<file path="config.mk">
export PLATFORM = sky130hd
export DESIGN_NAME = reb_out_queue
export DESIGN_NICKNAME = d
export VERILOG_FILES = /design/src/reb_pkg.sv /design/src/reb_out_queue.sv
export SDC_FILE = /design/constraint.sdc
export NUM_CORES = 1
export LEC_CHECK = 0
export BUFFER_PORTS_ARGS = -buffer_cell sky130_fd_sc_hd__buf_2
export CAP_MARGIN = 25
export CORE_MARGIN = 4
export CORE_UTILIZATION = 30
export DETAILED_ROUTE_END_ITERATION = 7
export PLACE_DENSITY = 0.51
export SLEW_MARGIN = 15
export SYNTH_ARGS = -nofsm -noshare
export SYNTH_HDL_FRONTEND = slang
export SYNTH_SLANG_ARGS = --single-unit
</file>
<file path="constraint.sdc">
create_clock -name i_clk -period 7.7 [get_ports i_clk]
set_input_delay 0.77 -clock i_clk [delete_from_list [all_inputs] [get_ports i_clk]]
set_output_delay 0.77 -clock i_clk [all_outputs]
set_load 0.03 [all_outputs]
</file>
<file path="src/reb_pkg.sv">
// shared types and constants for the inverted roberts edge block
`default_nettype none

package reb_pkg;

    localparam int MAX_WIDTH = 1024;
    localparam int ADDR_W    = $clog2(MAX_WIDTH);

    // floor(s / 3) for s <= 765 as (s * 683) >> 11
    localparam int GRAY_RECIP = 683;
    localparam int GRAY_SHIFT = 11;

    localparam int OQ_DEPTH = 4;
    localparam int OQ_PTR_W = $clog2(OQ_DEPTH);
    localparam int OQ_CNT_W = $clog2(OQ_DEPTH + 1);

    localparam int CFG_IDX_W  = 2;
    localparam int CFG_DATA_W = 16;

    typedef enum logic [CFG_IDX_W-1:0] {
        CFG_IMAGE_WIDTH  = 2'd0,
        CFG_IMAGE_HEIGHT = 2'd1
    } t_cfg_index;

    typedef enum logic {
        OP_PIXEL = 1'b0,
        OP_DRAIN = 1'b1
    } t_op;

    typedef struct packed {
        logic       op;
        logic [7:0] red;
        logic [7:0] green;
        logic [7:0] blue;
    } t_in_item;

    typedef struct packed {
        logic [7:0] edge_value;
        logic       run_last;
        logic       image_done;
    } t_out_item;

    // results of one request: optional diagonal result then optional column/drain result
    typedef struct packed {
        logic       has_a;
        logic       has_b;
        logic [7:0] val_a;
        logic [7:0] val_b;
        logic       done;
    } t_oq_entry;

endpackage

`default_nettype wire

</file>
<file path="src/reb_out_queue.sv">
// output queue holding up to two results per entry, unpacked one at a time
`default_nettype none

module reb_out_queue (
    input  wire logic                     i_clk,
    input  wire logic                     i_rst_n,
    input  wire logic                     i_push,
    input  wire reb_pkg::t_oq_entry       i_entry,
    output      logic [reb_pkg::OQ_CNT_W-1:0] o_count,
    output      logic                     o_out_valid,
    input  wire logic                     i_out_ready,
    output      reb_pkg::t_out_item       o_out
);

    import reb_pkg::*;

    t_oq_entry             r_mem [OQ_DEPTH];
    logic [OQ_PTR_W-1:0]   r_wr;
    logic [OQ_PTR_W-1:0]   r_rd;
    logic [OQ_CNT_W-1:0]   r_count;
    logic                  r_sub;

    t_oq_entry             w_head;
    logic                  w_show_b;
    logic                  w_acc;
    logic                  w_pop;

    assign w_head      = r_mem[r_rd];
    assign w_show_b    = r_sub | ~w_head.has_a;
    assign o_out_valid = (r_count != '0);
    assign w_acc       = o_out_valid & i_out_ready;
    assign w_pop       = w_acc & (w_show_b | ~w_head.has_b);
    assign o_count     = r_count;

    always_comb begin
        o_out.edge_value = w_show_b ? w_head.val_b : w_head.val_a;
        o_out.run_last   = w_show_b | ~w_head.has_b;
        o_out.image_done = w_show_b & w_head.done;
    end

    always_ff @(posedge i_clk) begin
        if (!i_rst_n) begin
            r_wr    <= '0;
            r_rd    <= '0;
            r_count <= '0;
            r_sub   <= 1'b0;
        end else begin
            if (i_push) begin
                r_wr <= (r_wr == OQ_PTR_W'(OQ_DEPTH - 1)) ? '0 : r_wr + 1'b1;
            end
            if (w_pop) begin
                r_rd <= (r_rd == OQ_PTR_W'(OQ_DEPTH - 1)) ? '0 : r_rd + 1'b1;
            end
            unique case ({i_push, w_pop})
                2'b10:   r_count <= r_count + 1'b1;
                2'b01:   r_count <= r_count - 1'b1;
                default: r_count <= r_count;
            endcase
            // first half of a two-result entry taken, second half next
            if (w_pop) begin
                r_sub <= 1'b0;
            end else if (w_acc) begin
                r_sub <= 1'b1;
            end
        end
    end

    always_ff @(posedge i_clk) begin
        if (i_push) begin
            r_mem[r_wr] <= i_entry;
        end
    end

    a_no_overflow: assert property (@(posedge i_clk) disable iff (!i_rst_n)
        i_push |-> (r_count < OQ_CNT_W'(OQ_DEPTH)))
        else $error("output queue overflow");

    a_sub_two_results: assert property (@(posedge i_clk) disable iff (!i_rst_n)
        r_sub |-> (w_head.has_a && w_head.has_b && r_count != '0))
        else $error("second half selected on a single-result entry");

    a_entry_not_empty: assert property (@(posedge i_clk) disable iff (!i_rst_n)
        i_push |-> (i_entry.has_a || i_entry.has_b))
        else $error("empty entry pushed");

endmodule

`default_nettype wire

</file>
==> flow_results.xml <==
<?xml version="1.0" encoding="UTF-8"?>
<metrics>
  <group name="critical_path">
    <metric name="worstPathRequired" unit="ps">6930</metric>
    <metric name="crit_path_top_cell_by_count" unit="">sky130_fd_sc_hd__buf_4</metric>
    <metric name="critPathMaxFanout" unit="">20</metric>
    <metric name="arrival_worst_endpoint" unit="ps">2610</metric>
    <metric name="worst_path_largest_cell_delay" unit="ps">560</metric>
    <metric name="regToRegSetupSlack" unit="ps">4880</metric>
    <metric name="criticalPathCategory" unit="">flip-flop to primary output</metric>
    <metric name="worstPathCellList" unit="">buf_4 &gt; or2b_1 &gt; o22ai_1 &gt; buf_4 &gt; mux2_2 &gt; buf_2</metric>
    <metric name="critical-path-slowest-cell" unit="">sky130_fd_sc_hd__o22ai_1</metric>
    <metric name="worst_setup_path_end_kind" unit="">primary output</metric>
    <metric name="crit_path_start_kind" unit="">flip-flop</metric>
  </group>
  <group name="global_routing">
    <metric name="grt_max_degree" unit="">21</metric>
    <metric name="antenna_violations_before_repair" unit="">0</metric>
    <metric name="grt_first_pass_wirelength" unit="um">9377</metric>
    <metric name="vias_in_the_first_global_route" unit="">1757</metric>
    <metric name="grt_overflow" unit="">0</metric>
    <metric name="groute.usage.overall" unit="%">9.733</metric>
  </group>
  <group name="floorplan">
    <metric name="die_height" unit="um">114.7</metric>
    <metric name="floorplan.initialDensity" unit="%">31.11</metric>
    <metric name="total_die_area" unit="mm2">0.01316</metric>
    <metric name="placement_rows" unit="">38</metric>
    <metric name="die_width" unit="um">114.7</metric>
    <metric name="io-pin-count" unit="">37</metric>
    <metric name="fp.coreArea" unit="mm2">0.01098</metric>
  </group>
  <group name="job">
    <metric name="drv_cap" unit="">0</metric>
  </group>
  <group name="synth">
    <metric name="synthesis.instances" unit="">170</metric>
    <metric name="async_reset_ff_share" unit="%">0</metric>
    <metric name="synth_top_flop_cell" unit="">sky130_fd_sc_hd__edfxtp_1</metric>
    <metric name="syn_area_per_cell" unit="um2">20.10</metric>
    <metric name="synth_enable_flop_cells" unit="">76</metric>
    <metric name="synth_cell_types" unit="">30</metric>
    <metric name="postSynthNetCount" unit="">200</metric>
    <metric name="yosys_warnings" unit="">0</metric>
    <metric name="synth_seq_area_share" unit="%">72.65</metric>
    <metric name="ff_latch_count_synth" unit="">86</metric>
    <metric name="synth_area" unit="mm2">0.003417</metric>
  </group>
  <group name="power">
    <metric name="netSwitchingFraction" unit="%">28.65</metric>
    <metric name="power.internal" unit="uW">936.5</metric>
    <metric name="power.net_switching" unit="uW">376.0</metric>
    <metric name="power.leakage" unit="uW">0.001434</metric>
    <metric name="p_clk_share" unit="%">30.7</metric>
    <metric name="totalPowerFinal" unit="uW">1312</metric>
    <metric name="peakVddDrop" unit="V">0.0001243</metric>
    <metric name="power.density" unit="mW/mm2">318.5</metric>
    <metric name="seqPwrFrac" unit="%">42.4</metric>
    <metric name="comb_power_share" unit="%">26.9</metric>
  </group>
  <group name="timing">
    <metric name="timing_worst_slew_pin_value" unit="ps">969.7</metric>
    <metric name="maxSlewViolCount" unit="">0</metric>
    <metric name="finalWorstPathRequiredPeriod" unit="ps">3382</metric>
    <metric name="rsz0062_at_grt" unit="">no</metric>
    <metric name="finalHoldViolCount" unit="">0</metric>
    <metric name="slew_headroom" unit="%">35.35</metric>
    <metric name="setup_viol" unit="">0</metric>
    <metric name="min_period_over_period" unit="%">43.92</metric>
    <metric name="finClkSkew" unit="ps">6.207</metric>
    <metric name="max_freq" unit="GHz">0.2957</metric>
    <metric name="final_setup_tns" unit="ps">0</metric>
    <metric name="final_critical_path_setup_slack" unit="ps">4318</metric>
  </group>
  <group name="cts">
    <metric name="cts_hold_buf" unit="">0</metric>
    <metric name="clk_transition_reported_paths" unit="ps">50</metric>
    <metric name="clk_latency" unit="ps">320</metric>
    <metric name="cts_setup_buffers" unit="">0</metric>
    <metric name="ctsLongestPathBuffers" unit="">2</metric>
    <metric name="post_cts_resized" unit="">0</metric>
    <metric name="clockRootBuffer" unit="">sky130_fd_sc_hd__clkbuf_16</metric>
    <metric name="ctsHtreeMaxLevel" unit="">3</metric>
    <metric name="cts_tree" unit="">built</metric>
    <metric name="cts_num_sinks" unit="">86</metric>
    <metric name="cts-buffers-inserted" unit="">9</metric>
  </group>
  <group name="placed_design">
    <metric name="port_buffers" unit="">36</metric>
    <metric name="place.gp.congestion" unit="">0.6412</metric>
    <metric name="dpl_cell_area" unit="mm2">0.003771</metric>
    <metric name="place.detailed.hpwl" unit="um">3871</metric>
    <metric name="pre_cts_slack" unit="ps">4299</metric>
  </group>
  <group name="layout">
    <metric name="num_antenna_cells" unit="">0</metric>
    <metric name="layout.filler_cells" unit="">1025</metric>
    <metric name="final_cell_area" unit="mm2">0.004120</metric>
    <metric name="mostFrequentLayoutCell" unit="">sky130_fd_sc_hd__edfxtp_1</metric>
    <metric name="mostFrequentLayoutCells" unit="">76 x sky130_fd_sc_hd__edfxtp_1, 36 x sky130_fd_sc_hd__buf_2, 11 x sky130_fd_sc_hd__mux4_2</metric>
    <metric name="synthesis_to_layout_area_growth" unit="%">20.58</metric>
    <metric name="finish.utilization" unit="%">37.51</metric>
    <metric name="nNetsFinal" unit="">247</metric>
    <metric name="multiInputGateArea" unit="um2">864.6</metric>
    <metric name="layout.area.seq" unit="mm2">0.002482</metric>
    <metric name="drive_gt1_share" unit="%">33.94</metric>
  </group>
  <group name="routing">
    <metric name="vias_per_cell" unit="">4.521</metric>
    <metric name="detail_route.drc_violations" unit="">0</metric>
    <metric name="detail_route.wl_per_cell" unit="um">16.55</metric>
    <metric name="drt_pass1_iterations" unit="">4</metric>
    <metric name="routed-via-count" unit="">1632</metric>
    <metric name="finalWirelength" unit="um">5974</metric>
    <metric name="antenna_violating_nets_post_route" unit="">0</metric>
    <metric name="drt_first_iter_violations" unit="">33</metric>
  </group>
  <group name="worst_hold_path">
    <metric name="min-delay-path-class" unit="">flip-flop to flip-flop</metric>
  </group>
  <group name="status">
    <metric name="status" unit="">complete, no violations</metric>
  </group>
</metrics>
## synth_stat cells (2+ instances only)
cell type                  count  share of area (%)
sky130_fd_sc_hd__mux2_2        8                2.6
sky130_fd_sc_hd__or3_1         2               0.37
sky130_fd_sc_hd__mux4_1        7                5.4
sky130_fd_sc_hd__and2_1        7                1.3
sky130_fd_sc_hd__o21ai_0       2               0.29
sky130_fd_sc_hd__mux4_2       11                7.3
sky130_fd_sc_hd__edfxtp_1     76                 67
sky130_fd_sc_hd__dfxtp_1      10                5.9
sky130_fd_sc_hd__buf_2         2               0.29
sky130_fd_sc_hd__nor2b_1       4               0.73
sky130_fd_sc_hd__ha_1          6                2.2
sky130_fd_sc_hd__buf_6         2               0.66
sky130_fd_sc_hd__mux2i_1       5                1.5
sky130_fd_sc_hd__inv_1         7               0.77
sky130_fd_sc_hd__nand2_1       6               0.66
## registers in the layout, indices dropped and copies added, names as in the netlist, named ones only
name / count
r_mem: 76
o_count: 3
r_rd: 2
r_wr: 2
r_sub: 1
## per-layer routing
metal / vias up / GRT usage, % / wire [um]
met5: - / 0 / 0
li1: 771 / - / -
met4: 0 / 4.225 / 98
met1: 824 / 12.38 / 2601
met2: 27 / 15.64 / 3064
met3: 10 / 2.748 / 209
## cell type report
type,count,share of cell area [%]
multi-input cells,71,20.98
clock buffers,9,5.466
inverters,7,0.6377
well taps,140,4.251
clock inverters,6,1.306
flip-flops and latches,86,60.25
repair buffers,42,7.106
## stage by stage
| stage | cells | hold WS [ps] |
|---|---|---|
| 5_1_grt | 361 | 543.7 |
| 3_3_place_gp | 342 | 499.4 |
| 4_1_cts | 358 | 513.3 |
| 3_5_place_dp | 343 | 505.4 |
| 6_report | 361 | 510.3 |
| 2_1_floorplan | 170 | 457.7 |
## critical path, delay by kind of cell (launching register included)
kind	cells	cell delay [ps]
buffers and inverters	3	800
multiplexers	1	340
AO/OA/AOI/OAI	1	560
flip-flops	1	310
AND/OR/NAND/NOR	1	270
## worst paths after layout
kind	end	start	depth (start not counted)
worst max-delay path	o_out[7]	flip-flop	6
worst min-delay path	flip-flop	r_rd[0]$_SDFFE_PN0N_	2
worst max register to register	o_count[2]$_SDFFE_PN0P_	flip-flop	11
worst min register to register	flip-flop	r_rd[0]$_SDFFE_PN0N_	2
## power groups by stage
| stage | sequential [uW] | clock [uW] | combinational (uW) |
|---|---|---|---|
| 6_report | 556 | 404 | 353 |
| 5_1_grt | 559 | 438 | 385 |
| 4_1_cts | 560 | 416 | 358 |
| 3_5_place_dp | 569 | 0 | 357 |
| 3_3_place_gp | 569 | 0 | 352 |
| 2_1_floorplan | 574 | 0 | 259 |
## kinds of logic (layout without fill, tap and decap cells)
kind of cell,after synthesis,count (layout),share of synthesized area [%]
XOR/XNOR,2,2,0.5127
AO/OA/AOI/OAI,8,8,1.575
multiplexers,31,31,16.73
flip-flops,86,86,72.65
AND/OR/NAND/NOR,23,23,3.698
buffers and inverters,13,64,2.051
adder cells (fa/ha/maj),7,7,2.783
Power figures use the tool's default switching activity.
